<file path="src/hw/rtl/qsort_pkg.sv">
`default_nettype none

package qsort_pkg;

  localparam int DATA_W = 32;

  // Commands from the sequencer to the datapath.
  typedef struct packed {
    logic load;
    logic push_init;
    logic pop;
    logic take_range;
    logic take_pivot;
    logic read_i;
    logic capture_va;
    logic swap_a;
    logic swap_b;
    logic step_both;
    logic step_j;
    logic fin_a;
    logic fin_b;
    logic push_right;
    logic push_left;
    logic read_k;
    logic show;
    logic next_k;
    logic clear_set;
  } cmd_t;

  // Status flags from the datapath to the sequencer.
  typedef struct packed {
    logic le;
    logic i_eq_j;
    logic j_at_hi;
    logic stack_empty;
    logic right_ok;
    logic left_ok;
    logic k_last;
  } status_t;

endpackage

`default_nettype wire

</file>
<file path="src/hw/rtl/qsort_dp.sv">
`default_nettype none

module qsort_dp #(
  parameter int MAX_ELEMENTS = 64
) (
  input  wire                                clk,
  input  wire                                rst,
  input  qsort_pkg::cmd_t                    cmd,
  output qsort_pkg::status_t                 status,
  input  wire signed [qsort_pkg::DATA_W-1:0] value,
  output logic signed [qsort_pkg::DATA_W-1:0] sorted_value,
  output logic                               end_of_set,
  output logic                               dropped
);

  localparam int IW = (MAX_ELEMENTS > 2) ? $clog2(MAX_ELEMENTS) : 1;
  localparam int CW = $clog2(MAX_ELEMENTS + 1);
  localparam int SW = 2 * IW;

  logic [qsort_pkg::DATA_W-1:0] store [MAX_ELEMENTS];
  logic [SW-1:0]                stack [MAX_ELEMENTS];

  logic [qsort_pkg::DATA_W-1:0] rdata;
  logic [SW-1:0]                srdata;
  logic [CW-1:0]                count;
  logic [CW-1:0]                sp;
  logic                         overflow_seen;
  logic [IW-1:0]                lo;
  logic [IW-1:0]                hi;
  logic [IW-1:0]                i;
  logic [IW-1:0]                j;
  logic [IW-1:0]                k;
  logic [qsort_pkg::DATA_W-1:0] pivot;
  logic [qsort_pkg::DATA_W-1:0] va;
  logic [qsort_pkg::DATA_W-1:0] vb;

  logic [CW-1:0]                sp_dec;
  logic                         has_room;
  logic [IW-1:0]                raddr;
  logic                         we;
  logic [IW-1:0]                waddr;
  logic [qsort_pkg::DATA_W-1:0] wdata;
  logic                         swe;
  logic [SW-1:0]                swdata;
  logic [IW:0]                  i_ext;
  logic [IW:0]                  hi_ext;
  logic [IW:0]                  lo_ext;

  assign sp_dec   = sp - CW'(1);
  assign has_room = (count < CW'(MAX_ELEMENTS));
  assign i_ext    = {1'b0, i};
  assign hi_ext   = {1'b0, hi};
  assign lo_ext   = {1'b0, lo};

  always_comb begin
    if (cmd.take_range) begin
      raddr = srdata[IW-1:0];
    end else if (cmd.read_i) begin
      raddr = i;
    end else if (cmd.read_k) begin
      raddr = k;
    end else begin
      raddr = j;
    end
  end

  always_comb begin
    we    = 1'b0;
    waddr = j;
    wdata = vb;
    if (cmd.load) begin
      we    = has_room;
      waddr = count[IW-1:0];
      wdata = value;
    end else if (cmd.swap_a) begin
      we    = 1'b1;
      waddr = i;
      wdata = va;
    end else if (cmd.swap_b) begin
      we    = 1'b1;
      waddr = j;
      wdata = vb;
    end else if (cmd.fin_a) begin
      we    = 1'b1;
      waddr = hi;
      wdata = rdata;
    end else if (cmd.fin_b) begin
      we    = 1'b1;
      waddr = i;
      wdata = pivot;
    end
  end

  always_comb begin
    swe    = 1'b0;
    swdata = {i + IW'(1), hi};
    if (cmd.push_init) begin
      swe    = (count > CW'(1));
      swdata = {IW'(0), IW'(count - CW'(1))};
    end else if (cmd.push_right) begin
      swe    = 1'b1;
      swdata = {i + IW'(1), hi};
    end else if (cmd.push_left) begin
      swe    = 1'b1;
      swdata = {lo, i - IW'(1)};
    end
  end

  always_ff @(posedge clk) begin
    if (we) begin
      store[waddr] <= wdata;
    end
    rdata <= store[raddr];
  end

  always_ff @(posedge clk) begin
    if (swe) begin
      stack[sp[IW-1:0]] <= swdata;
    end
    srdata <= stack[sp_dec[IW-1:0]];
  end

  always_ff @(posedge clk) begin
    if (rst) begin
      count         <= '0;
      sp            <= '0;
      overflow_seen <= 1'b0;
    end else begin
      if (cmd.load) begin
        if (has_room) begin
          count <= count + CW'(1);
        end else begin
          overflow_seen <= 1'b1;
        end
      end
      if (swe) begin
        sp <= sp + CW'(1);
      end else if (cmd.pop) begin
        sp <= sp_dec;
      end
      if (cmd.clear_set) begin
        count         <= '0;
        sp            <= '0;
        overflow_seen <= 1'b0;
      end
    end
  end

  always_ff @(posedge clk) begin
    if (cmd.take_range) begin
      lo <= srdata[SW-1:IW];
      hi <= srdata[IW-1:0];
    end
    if (cmd.take_pivot) begin
      pivot <= rdata;
      i     <= lo;
      j     <= lo;
    end
    if (cmd.capture_va) begin
      va <= rdata;
    end
    if (cmd.swap_a) begin
      vb <= rdata;
    end
    if (cmd.step_both) begin
      i <= i + IW'(1);
      j <= j + IW'(1);
    end
    if (cmd.step_j) begin
      j <= j + IW'(1);
    end
    if (cmd.push_init) begin
      k <= '0;
    end
    if (cmd.next_k) begin
      k <= k + IW'(1);
    end
    if (cmd.show) begin
      sorted_value <= rdata;
      end_of_set   <= status.k_last;
      dropped      <= overflow_seen;
    end
  end

  assign status.le          = ($signed(rdata) <= $signed(pivot));
  assign status.i_eq_j      = (i == j);
  assign status.j_at_hi     = (j == hi);
  assign status.stack_empty = (sp == '0);
  assign status.right_ok    = ((i_ext + (IW+1)'(1)) < hi_ext);
  assign status.left_ok     = (i_ext >= (lo_ext + (IW+1)'(2)));
  assign status.k_last      = ((CW'(k) + CW'(1)) == count);

  // Pushed ranges are disjoint and hold two elements or more.
  a_stack_bound: assert property (@(posedge clk) disable iff (rst)
    sp <= CW'(MAX_ELEMENTS / 2))
    else $error("range stack deeper than half the capacity");

  a_count_bound: assert property (@(posedge clk) disable iff (rst)
    count <= CW'(MAX_ELEMENTS))
    else $error("element count beyond capacity");

  a_full_drop: assert property (@(posedge clk) disable iff (rst)
    (cmd.load && !has_room) |=> overflow_seen)
    else $error("item at full store not flagged as dropped");

endmodule

`default_nettype wire

</file>
<file path="src/hw/rtl/qsort_ctrl.sv">
`default_nettype none

module qsort_ctrl (
  input  wire                 clk,
  input  wire                 rst,
  input  wire                 item_valid,
  output logic                item_stall,
  input  wire                 is_last,
  output logic                result_valid,
  input  wire                 result_stall,
  output qsort_pkg::cmd_t     cmd,
  input  qsort_pkg::status_t  status
);

  typedef enum logic [4:0] {
    S_LOAD,
    S_INIT,
    S_POP,
    S_RANGE,
    S_PIVOT,
    S_SCAN,
    S_CMP,
    S_SWAP_A,
    S_SWAP_B,
    S_FIN_RD,
    S_FIN_A,
    S_FIN_B,
    S_PUSH_R,
    S_PUSH_L,
    S_OUT_RD,
    S_OUT_WT,
    S_OUT_HOLD
  } state_t;

  state_t state;
  logic   item_take;
  logic   result_take;

  assign item_take   = (state == S_LOAD) && item_valid && !item_stall;
  assign result_take = (state == S_OUT_HOLD) && result_valid && !result_stall;

  // The scan state needs no command: the store address defaults to j.
  always_comb begin
    cmd = '0;
    unique case (state)
      S_LOAD:   cmd.load = item_take;
      S_INIT:   cmd.push_init = 1'b1;
      S_POP:    cmd.pop = !status.stack_empty;
      S_RANGE:  cmd.take_range = 1'b1;
      S_PIVOT:  cmd.take_pivot = 1'b1;
      S_CMP: begin
        cmd.capture_va = 1'b1;
        if (status.le) begin
          cmd.step_both = status.i_eq_j;
          cmd.read_i    = !status.i_eq_j;
        end else begin
          cmd.step_j = 1'b1;
        end
      end
      S_SWAP_A: cmd.swap_a = 1'b1;
      S_SWAP_B: begin
        cmd.swap_b    = 1'b1;
        cmd.step_both = 1'b1;
      end
      S_FIN_RD: cmd.read_i = 1'b1;
      S_FIN_A:  cmd.fin_a = 1'b1;
      S_FIN_B:  cmd.fin_b = 1'b1;
      S_PUSH_R: cmd.push_right = status.right_ok;
      S_PUSH_L: cmd.push_left = status.left_ok;
      S_OUT_RD: cmd.read_k = 1'b1;
      S_OUT_WT: cmd.show = 1'b1;
      S_OUT_HOLD: begin
        cmd.next_k    = result_take && !status.k_last;
        cmd.clear_set = result_take && status.k_last;
      end
      default: cmd = '0;
    endcase
  end

  always_ff @(posedge clk) begin
    if (rst) begin
      state        <= S_LOAD;
      item_stall   <= 1'b0;
      result_valid <= 1'b0;
    end else begin
      unique case (state)
        S_LOAD: begin
          if (item_take && is_last) begin
            state      <= S_INIT;
            item_stall <= 1'b1;
          end
        end
        S_INIT:   state <= S_POP;
        S_POP:    state <= status.stack_empty ? S_OUT_RD : S_RANGE;
        S_RANGE:  state <= S_PIVOT;
        S_PIVOT:  state <= S_SCAN;
        S_SCAN:   state <= status.j_at_hi ? S_FIN_RD : S_CMP;
        S_CMP: begin
          if (status.le && !status.i_eq_j) begin
            state <= S_SWAP_A;
          end else begin
            state <= S_SCAN;
          end
        end
        S_SWAP_A: state <= S_SWAP_B;
        S_SWAP_B: state <= S_SCAN;
        S_FIN_RD: state <= S_FIN_A;
        S_FIN_A:  state <= S_FIN_B;
        S_FIN_B:  state <= S_PUSH_R;
        S_PUSH_R: state <= S_PUSH_L;
        S_PUSH_L: state <= S_POP;
        S_OUT_RD: state <= S_OUT_WT;
        S_OUT_WT: begin
          state        <= S_OUT_HOLD;
          result_valid <= 1'b1;
        end
        S_OUT_HOLD: begin
          if (result_take) begin
            result_valid <= 1'b0;
            if (status.k_last) begin
              state      <= S_LOAD;
              item_stall <= 1'b0;
            end else begin
              state <= S_OUT_RD;
            end
          end
        end
        default: state <= S_LOAD;
      endcase
    end
  end

  a_no_overlap: assert property (@(posedge clk) disable iff (rst)
    result_valid |-> item_stall)
    else $error("item taken while a result is shown");

  a_reopen: assert property (@(posedge clk) disable iff (rst)
    (result_take && status.k_last) |=> !item_stall)
    else $error("block did not reopen after the last result");

  a_sort_start: assert property (@(posedge clk) disable iff (rst)
    (item_take && is_last) |=> (item_stall && cmd.push_init))
    else $error("closing item did not start the sort");

endmodule

`default_nettype wire

</file>
<file path="src/hw/rtl/quicksort_lomuto_last_pivot_top.sv">
`default_nettype none

// Channel   Handshake                   Payload
// item      item_valid / item_stall     value, is_last
// result    result_valid / result_stall sorted_value, end_of_set, dropped
//
// Loading takes one item per cycle; the item marked is_last starts the sort.
// Each range is partitioned around its last element as pivot; its parts
// of two or more elements are pushed, all through the one element store.
// Each result is read from the store and held until the result channel takes it.
// No item is taken from the closing item until the last result is taken.
// Reset is synchronous and leaves the block empty and ready; no clearing pass.

module quicksort_lomuto_last_pivot_top #(
  parameter int MAX_ELEMENTS = 64
) (
  input  wire                                 clk,
  input  wire                                 rst,
  input  wire                                 item_valid,
  output logic                                item_stall,
  input  wire signed [qsort_pkg::DATA_W-1:0]  value,
  input  wire                                 is_last,
  output logic                                result_valid,
  input  wire                                 result_stall,
  output logic signed [qsort_pkg::DATA_W-1:0] sorted_value,
  output logic                                end_of_set,
  output logic                                dropped
);

  qsort_pkg::cmd_t    cmd;
  qsort_pkg::status_t status;

  qsort_ctrl u_ctrl (
    .clk          (clk),
    .rst          (rst),
    .item_valid   (item_valid),
    .item_stall   (item_stall),
    .is_last      (is_last),
    .result_valid (result_valid),
    .result_stall (result_stall),
    .cmd          (cmd),
    .status       (status)
  );

  qsort_dp #(
    .MAX_ELEMENTS (MAX_ELEMENTS)
  ) u_dp (
    .clk          (clk),
    .rst          (rst),
    .cmd          (cmd),
    .status       (status),
    .value        (value),
    .sorted_value (sorted_value),
    .end_of_set   (end_of_set),
    .dropped      (dropped)
  );

endmodule

`default_nettype wire
</file>
<file path="config.mk">
export PLATFORM = sky130hd
export DESIGN_NAME = quicksort_lomuto_last_pivot_top
export DESIGN_NICKNAME = d
export VERILOG_FILES = /design/src/hw/rtl/qsort_pkg.sv /design/src/hw/rtl/qsort_dp.sv /design/src/hw/rtl/qsort_ctrl.sv /design/src/hw/rtl/quicksort_lomuto_last_pivot_top.sv
export SDC_FILE = /design/constraint.sdc
export NUM_CORES = 2
export LEC_CHECK = 0
export BUFFER_PORTS_ARGS = -buffer_cell sky130_fd_sc_hd__clkbuf_2
export CORE_UTILIZATION = 30
export CTS_CLUSTER_DIAMETER = 30
export DETAILED_ROUTE_END_ITERATION = 8
export PLACE_DENSITY_LB_ADDON = 0.25
export SLEW_MARGIN = 20
export SYNTH_ARGS = -nofsm -noshare
export SYNTH_HDL_FRONTEND = slang
export SYNTH_SLANG_ARGS = --single-unit
export TNS_END_PERCENT = 20
</file>
<file path="constraint.sdc">
create_clock -name clk -period 9.26 [get_ports clk]
set_input_delay 0.926 -clock clk [delete_from_list [all_inputs] [get_ports clk]]
set_output_delay 0.926 -clock clk [all_outputs]
set_load 0.01 [all_outputs]
</file>
After elaboration in Yosys (flattened, before gate mapping)
Memories as Yosys holds them, arrays and structs flattened. A register that Yosys moved wholly into a read port is not among the register bits.
Cells that the tools add are included.
{"block": "op_classes", "addsub": 11, "magnitude_cmp": 5, "eq_ne": 22, "mux": 70, "n_bitwise": 1, "reduce_logical": 29}
{"cell": "2-to-1 mux 32 bit", "count": 5}
{"cell": "2-to-1 mux 6 bit", "count": 14}
{"cell": "case mux 5 bit (15 select lines)", "count": 1}
{"cell": "== test 5 x 4 -> 1 bit, second input constant", "count": 8}
{"cell": "2-to-1 mux 12 bit", "count": 3}
{"cell": "2-to-1 mux 1 bit", "count": 34}
{"cell": "<= comparator 32 bit", "count": 1}
{"cell": "== test 5 x 3 -> 1 bit, second input constant", "count": 4}
{"cell": "adder 6 x 1 -> 6 bit, second input constant", "count": 3}
{"cell": "adder 6 x 1 -> 7 bit, second input constant", "count": 2}
{"cell": "adder 7 x 1 -> 7 bit, second input constant", "count": 2}
{"cell": "2-to-1 mux 7 bit", "count": 2}
{"cell": "== test 6 bit", "count": 2}
{"cell": "2-to-1 mux 4 bit", "count": 3}
{"cell": "subtractor 6 x 1 -> 6 bit, second input constant", "count": 2}
{"cell": "== test 5 x 2 -> 1 bit, second input constant", "count": 2}
{"cell": "2-to-1 mux 5 bit", "count": 2}
{"cell": "nonzero test 2 bit", "count": 5}
{"cell": "logical AND 1 bit", "count": 8}
{"cell": "case mux 1 bit (2 select lines)", "count": 4}
{"cell": "AND reduction 2 bit", "count": 4}
{"cell": "adder 6 x 2 -> 7 bit, second input constant", "count": 1}
{"cell": "== test 7 bit", "count": 1}
{"cell": "greater-or-equal comparator 6 x 7 -> 1 bit", "count": 1}
{"cell": "other kinds (16)", "count": 24}
{"block": "totals", "register_bits": 182, "mem_bits_rw": 2816, "inputBits": 37, "out_inout_bits": 36, "elab_cells": 157, "mem_count": 2}
{"memory": "u_dp.store", "depth": 64, "width": 32, "rd": 1, "rd_clocked_by_memory_dff": 1, "wr": 1, "line": "qsort_dp.sv:20", "source": "logic [qsort_pkg::DATA_W-1:0] store [MAX_ELEMENTS];"}
{"memory": "u_dp.stack", "depth": 64, "width": 12, "rd": 1, "rd_clocked_by_memory_dff": 1, "wr": 1, "line": "qsort_dp.sv:21", "source": "logic [SW-1:0] stack [MAX_ELEMENTS];"}

Logic depth before layout (Yosys ltp)
{"block": "depth", "word_depth": 9, "ltp_mapped": 20, "mapped_depth_nobuf": 15}

Modules after synthesis
A second synthesis with hierarchy kept.
{"block": "unflattened", "hier_cells": 8451, "area_unflattened_um2": 121888.2}
{"mod": "qsort_dp", "n_inst": 1, "cells_each": 8363, "area_each_um2": 121261.3}
{"mod": "qsort_ctrl", "n_inst": 1, "cells_each": 88, "area_each_um2": 626.9}

Worst setup path before layout
No wires, ideal clock.
{"block": "synth_path", "path_type": "register -> register", "from": "register u_dp.i[0]", "to": "memory u_dp.stack[0][11] (netlist name), data pin", "arrival_time_ps": 5049, "required_time_ps": 8539, "path_slack_ps": 3490, "path_stages_with_launch": 15, "synth_period_minus_slack_ps": 5770, "cell_sequence": "edfxtp_1 > buf_2 > inv_1 > ha_1 > nand2b_1 > a21o_1 > a21o_1 > a21o_1 > a21o_1 > a21oi_1 > nor4_1 > clkbuf_1 > buf_1 > nor2_1 > a211oi_1"}
{"block": "synth_between", "elab_chain_cells": 5}
{"element": "start, declared", "line": "qsort_dp.sv:30", "source": "logic [IW-1:0] i;"}
{"element": "start signal, assigned", "line": "qsort_dp.sv:156", "source": "i <= lo;"}
{"element": "start signal, assigned", "line": "qsort_dp.sv:166", "source": "i <= i + IW'(1);"}
{"element": "adder 6 x 1 -> 7 bit or greater-or-equal comparator 6 x 7 -> 1 bit (tied branches)", "line": "qsort_dp.sv:189, qsort_dp.sv:190"}
{"element": "less-than comparator 7 x 6 -> 1 bit or 2-to-1 mux 1 bit (tied branches)", "line": "qsort_dp.sv:189, qsort_ctrl.sv:45"}
{"element": "2-to-1 mux 1 bit or 2-to-1 mux 12 bit (tied branches)", "line": "qsort_ctrl.sv:45, qsort_dp.sv:103"}
{"element": "2-to-1 mux 12 bit (*)", "line": "qsort_dp.sv:100", "source": "end else if (cmd.push_right) begin"}
{"element": "2-to-1 mux 12 bit (*)", "line": "qsort_dp.sv:97", "source": "if (cmd.push_init) begin"}
{"element": "net u_dp.swdata[11]", "line": "qsort_dp.sv:44", "source": "logic [SW-1:0] swdata;"}
{"element": "end, declared", "line": "qsort_dp.sv:21"}
The timed path passes the listed nets; every way through them passes the cells marked *.

Worst setup path in the final report
{"block": "layout_path", "from": "register u_dp.rdata[31] (netlist name) (read register of u_dp.store)", "to": "register u_dp.rdata[1] (netlist name) (read register of u_dp.store)"}
{"block": "layout_between", "elab_chain_cells": 5}
{"element": "start, declared", "line": "qsort_dp.sv:23", "source": "logic [qsort_pkg::DATA_W-1:0] rdata;"}
{"element": "<= comparator 32 bit", "line": "qsort_dp.sv:185", "source": "assign status.le = ($signed(rdata) <= $signed(pivot));"}
{"element": "2-to-1 mux 1 bit", "line": "qsort_ctrl.sv:53", "source": "if (status.le) begin"}
{"element": "case mux 1 bit (2 select lines)", "line": "qsort_ctrl.sv:45", "source": "unique case (state)"}
{"element": "2-to-1 mux 6 bit", "line": "qsort_dp.sv:58", "source": "end else if (cmd.read_i) begin"}
{"element": "2-to-1 mux 6 bit", "line": "qsort_dp.sv:56", "source": "if (cmd.take_range) begin"}
Every way passes these cells.
A chain may end at the register's enable or synchronous reset.

==> metrics.txt <==
# TYPE chip_impl_metric gauge
chip_impl_metric{name="synthCells",unit=""} 7547
chip_impl_metric{name="initial_antenna_violation_count",unit=""} 21
chip_impl_info{name="rr_startpoint",value="u_dp.rdata[31]"} 1
chip_impl_info{name="status",value="finished, final reports clean"} 1
chip_impl_metric{name="io_pins",unit=""} 73
chip_impl_metric{name="reg2regPathDepth",unit=""} 15
chip_impl_metric{name="critPathMaxFanout",unit=""} 25
chip_impl_metric{name="p_leak",unit="uW"} 0.0500
chip_impl_metric{name="cts_num_sinks",unit=""} 3042
chip_impl_metric{name="placementRows",unit=""} 233
chip_impl_metric{name="worstSkewPairLatency",unit="ns"} 0.93
chip_impl_metric{name="layout_worst_path_cycle_share",unit=""} 0.882
chip_impl_metric{name="cts.path.max_buffers",unit=""} 4
chip_impl_metric{name="htree_levels",unit=""} 6
chip_impl_metric{name="dpl-instance-area",unit="mm^2"} 0.131
chip_impl_metric{name="period_minus_slack",unit="ns"} 8.17
chip_impl_metric{name="drt_wl_total",unit="um"} 391000
chip_impl_metric{name="non_filler_instance_count_after_layout",unit=""} 13874
chip_impl_metric{name="synth_area_per_cell",unit="um^2"} 16.1
chip_impl_metric{name="dieArea",unit="mm^2"} 0.408
chip_impl_metric{name="power.ir.vdd_worst",unit="mV"} 0.190
chip_impl_metric{name="min_path_cells",unit=""} 2
chip_impl_info{name="regToRegEndpoint",value="u_dp.rdata[1]"} 1
chip_impl_info{name="crit_path_cell_trace",value="ha_1 -> nand4_1 -> nor2_1 -> a221oi_1 -> o211ai_1 -> a2111oi_2 -> or2_1 -> o21ai_0 -> o21ai_4 -> nand2_2 -> buf_4 -> o221ai_1 -> a21oi_1 -> o31a_1 -> a221oi_1"} 1
chip_impl_metric{name="slew_viol_final",unit=""} 0
chip_impl_metric{name="gp_routability_congestion",unit=""} 0.843
chip_impl_metric{name="pwr_density_cell",unit="mW/mm^2"} 261
chip_impl_metric{name="netlist-cell-type-count",unit=""} 76
chip_impl_metric{name="area.growth.synth_to_final",unit="%"} 22.8
chip_impl_metric{name="drcViolationCount",unit=""} 0
chip_impl_metric{name="r2r_setup_slack",unit="ns"} 1.09
chip_impl_metric{name="ys_seq_elements",unit=""} 3042
chip_impl_metric{name="io_buffer_count",unit=""} 72
chip_impl_metric{name="first_global_vias",unit=""} 71974
chip_impl_metric{name="setup_viol",unit=""} 0
chip_impl_info{name="whs_endpoint",value="u_ctrl.state[4]"} 1
chip_impl_metric{name="cts-resized-gates",unit=""} 0
chip_impl_metric{name="crit_arrival",unit="ns"} 8.89
chip_impl_info{name="crit_path_frequent_cell",value="sky130_fd_sc_hd__a221oi_1"} 1
chip_impl_metric{name="synth_area",unit="mm^2"} 0.122
chip_impl_metric{name="drt-pass1-iter-count",unit=""} 6
chip_impl_metric{name="yosysTopAreaCellShare",unit=""} 0.734
chip_impl_info{name="synthTopCellsByArea",value="sky130_fd_sc_hd__edfxtp_1 (73%), sky130_fd_sc_hd__mux4_2 (4.6%), sky130_fd_sc_hd__nand2_1 (3.7%)"} 1
chip_impl_metric{name="synth-seq-area-share",unit=""} 0.745
chip_impl_metric{name="grt_usage",unit=""} 0.187
chip_impl_metric{name="drt_first_iter_violations",unit=""} 8059
chip_impl_metric{name="fin_tns_setup",unit="ns"} 0
chip_impl_metric{name="cts_hold_buf",unit=""} 0
chip_impl_metric{name="proportion_of_layout_cells_with_a_drive_suffix_above_1",unit=""} 0.216
chip_impl_metric{name="achievable-frequency",unit="MHz"} 122
chip_impl_info{name="cts_tree",value="done"} 1
chip_impl_metric{name="start_util",unit=""} 0.302
chip_impl_metric{name="grt_remaining_overflow",unit=""} 0
chip_impl_metric{name="fin_util",unit=""} 0.371
chip_impl_info{name="synth.most_common_cell",value="sky130_fd_sc_hd__edfxtp_1"} 1
chip_impl_metric{name="fin_worst_hold_slack",unit="ns"} 0.335
chip_impl_metric{name="numCtsBuffers",unit=""} 559
chip_impl_metric{name="filler_cell_count",unit=""} 37327
chip_impl_metric{name="die_width",unit="um"} 639
chip_impl_info{name="rsz0062_at_grt",value="false"} 1
chip_impl_info{name="worst_setup_path_start_kind",value="flip-flop"} 1
chip_impl_info{name="critical-path-slowest-cell",value="sky130_fd_sc_hd__nand2_2"} 1
chip_impl_info{name="hold_path_startpoint",value="rst"} 1
chip_impl_info{name="worstHoldPathType",value="in -> reg"} 1
chip_impl_metric{name="required",unit="ns"} 9.98
chip_impl_metric{name="cts_setup_buffers",unit=""} 0
chip_impl_metric{name="finalClockSkew",unit="ns"} 0.0737
chip_impl_metric{name="total_number_of_vias",unit=""} 72477
chip_impl_metric{name="design.final.nets",unit=""} 8108
chip_impl_metric{name="drtAntennaViolNets",unit=""} 0
chip_impl_metric{name="yosys_warnings",unit=""} 0
chip_impl_info{name="synth-main-ff-cell",value="sky130_fd_sc_hd__edfxtp_1"} 1
chip_impl_metric{name="final_area",unit="mm^2"} 0.149
chip_impl_metric{name="max_stage_delay",unit="ns"} 0.91
chip_impl_info{name="synth.largest_area_cell",value="sky130_fd_sc_hd__edfxtp_1"} 1
chip_impl_info{name="cp_top_family",value="compound AO/OA/AOI/OAI gates"} 1
chip_impl_info{name="path_class",value="reg -> reg"} 1
chip_impl_metric{name="post_drt_wl_per_cell",unit="um"} 28.2
chip_impl_metric{name="max_slew.worst_pin.slew",unit="ns"} 1.24
chip_impl_metric{name="hpwlAfterDp",unit="um"} 221000
chip_impl_metric{name="synthArstFlopShare",unit=""} 0
chip_impl_metric{name="place.detailed.instances",unit=""} 12862
chip_impl_info{name="ctsRootBufferMaster",value="sky130_fd_sc_hd__clkbuf_16"} 1
chip_impl_metric{name="hold_viol",unit=""} 0
chip_impl_metric{name="grt_first_pass_wirelength",unit="um"} 548000
chip_impl_metric{name="timing.critical_path.buf_inv",unit=""} 1
chip_impl_metric{name="worst_setup_hold_path_clk_slew",unit="ns"} 0.05
chip_impl_metric{name="pin_count_of_the_biggest_net_entering_global_routing",unit=""} 114
chip_impl_metric{name="worst_slew_margin_rel",unit=""} 0.173
chip_impl_info{name="worst_setup_path_end_kind",value="flip-flop"} 1
chip_impl_metric{name="max_cap_viol_count",unit=""} 0
chip_impl_metric{name="routed_via_density",unit=""} 5.22
chip_impl_metric{name="fp.dieH",unit="um"} 639
chip_impl_metric{name="fp.coreArea",unit="mm^2"} 0.403
chip_impl_metric{name="mapped_nets",unit=""} 7637
chip_impl_info{name="ys_top_cells_by_count",value="sky130_fd_sc_hd__edfxtp_1 (2976), sky130_fd_sc_hd__nand2_1 (1192), sky130_fd_sc_hd__mux2i_1 (412), sky130_fd_sc_hd__nor2_1 (290), sky130_fd_sc_hd__and3_1 (275)"} 1
chip_impl_metric{name="number_of_flops_mapped_to_enable_cells_by_yosys",unit=""} 2976
==> how the worst max path moves through the flow <==
stage                                    to  slack, ns      startpoint  depth (start not counted)
final                         u_dp.rdata[1]       1.09  u_dp.rdata[31]                         15
after CTS                     u_dp.rdata[1]       1.23  u_dp.rdata[31]                         15
after global placement        u_dp.rdata[4]       0.60  u_dp.rdata[31]                         14
after global routing          u_dp.rdata[1]       1.20  u_dp.rdata[31]                         15
after floorplan           u_dp.stack[0][11]       3.49       u_dp.i[0]                         14
after detailed placement      u_dp.rdata[1]       1.30  u_dp.rdata[31]                         15
==> sequential cells by signal, summed over array words and instances, names as in the netlist, 7 cells and up <==
register,cells
u_dp.store,2048
u_dp.sorted_value,32
u_dp.rdata,32
u_dp.pivot,32
u_dp.stack,768
u_dp.srdata,12
u_dp.va,32
u_dp.sp,7
u_dp.count,7
u_dp.vb,32
==> placed cells by master, fill, tap and decap left out, drive strengths merged, types with 43 or more instances in the layout <==
cell      count
a311o        51
o21ai        86
o22ai        51
dfxtp        66
a211oi      115
a21oi       125
buf         318
mux2i       413
mux2        131
a221oi       69
a311oi      115
a31oi        65
ha           53
o211ai       43
edfxtp     2976
o221ai       72
clkbuf      701
clkinvlp     47
clkinv      214
and3        275
mux4        246
inv         100
nand2      1195
nand3       273
nor2        292
bufinv       74
==> layout make-up <==
| cell class | instances | area (um^2) | area share |
|---|---|---|---|
| Antenna cell | 7 | 17.5 | 0.000117 |
| Sequential cell | 3042 | 90700 | 0.607 |
| Clock buffer | 629 | 14700 | 0.0981 |
| Clock inverter | 376 | 4220 | 0.0283 |
| Tap cell | 5405 | 6760 | 0.0452 |
| Timing Repair Buffer | 390 | 3020 | 0.0202 |
| Multi-Input combinational cell | 3966 | 29900 | 0.200 |
| Inverter | 59 | 221 | 0.00148 |
==> kinds of logic after synthesis <==
group                    Yosys count  synth area share
multiplexers                     790            0.0917
flip-flops                      3042             0.745
XOR/XNOR                          56           0.00403
AO/OA/AOI/OAI                    933            0.0570
adder cells (fa/ha/maj)           53           0.00545
AND/OR/NAND/NOR                 2134            0.0764
buffers and inverters            539            0.0204
==> per-layer routing <==
| metal | vias up | wire length, um | track usage |
|---|---|---|---|
| met2 | 3218 | 179000 | 0.292 |
| met1 | 37842 | 169000 | 0.260 |
| met3 | 709 | 30200 | 0.0347 |
| met5 | - | 46 | 0 |
| met4 | 8 | 13400 | 0.0647 |
| li1 | 30700 | - | - |
==> stage by stage <==
| stage | setup WS [ns] | total power (uW) |
|---|---|---|
| floorplan | 3.49 | 17500 |
| global placement | 0.605 | 18800 |
| detailed placement | 1.30 | 18800 |
| CTS | 1.23 | 39200 |
| global route | 1.20 | 40000 |
| finish | 1.09 | 39000 |
==> power by group <==
part           internal (uW)  switching [uW]  total, uW
sequential             15900             105      16000
clock                  13500            6930      20400
combinational            652            1950       2600
No activity file was read; power rests on OpenSTA's default activity.
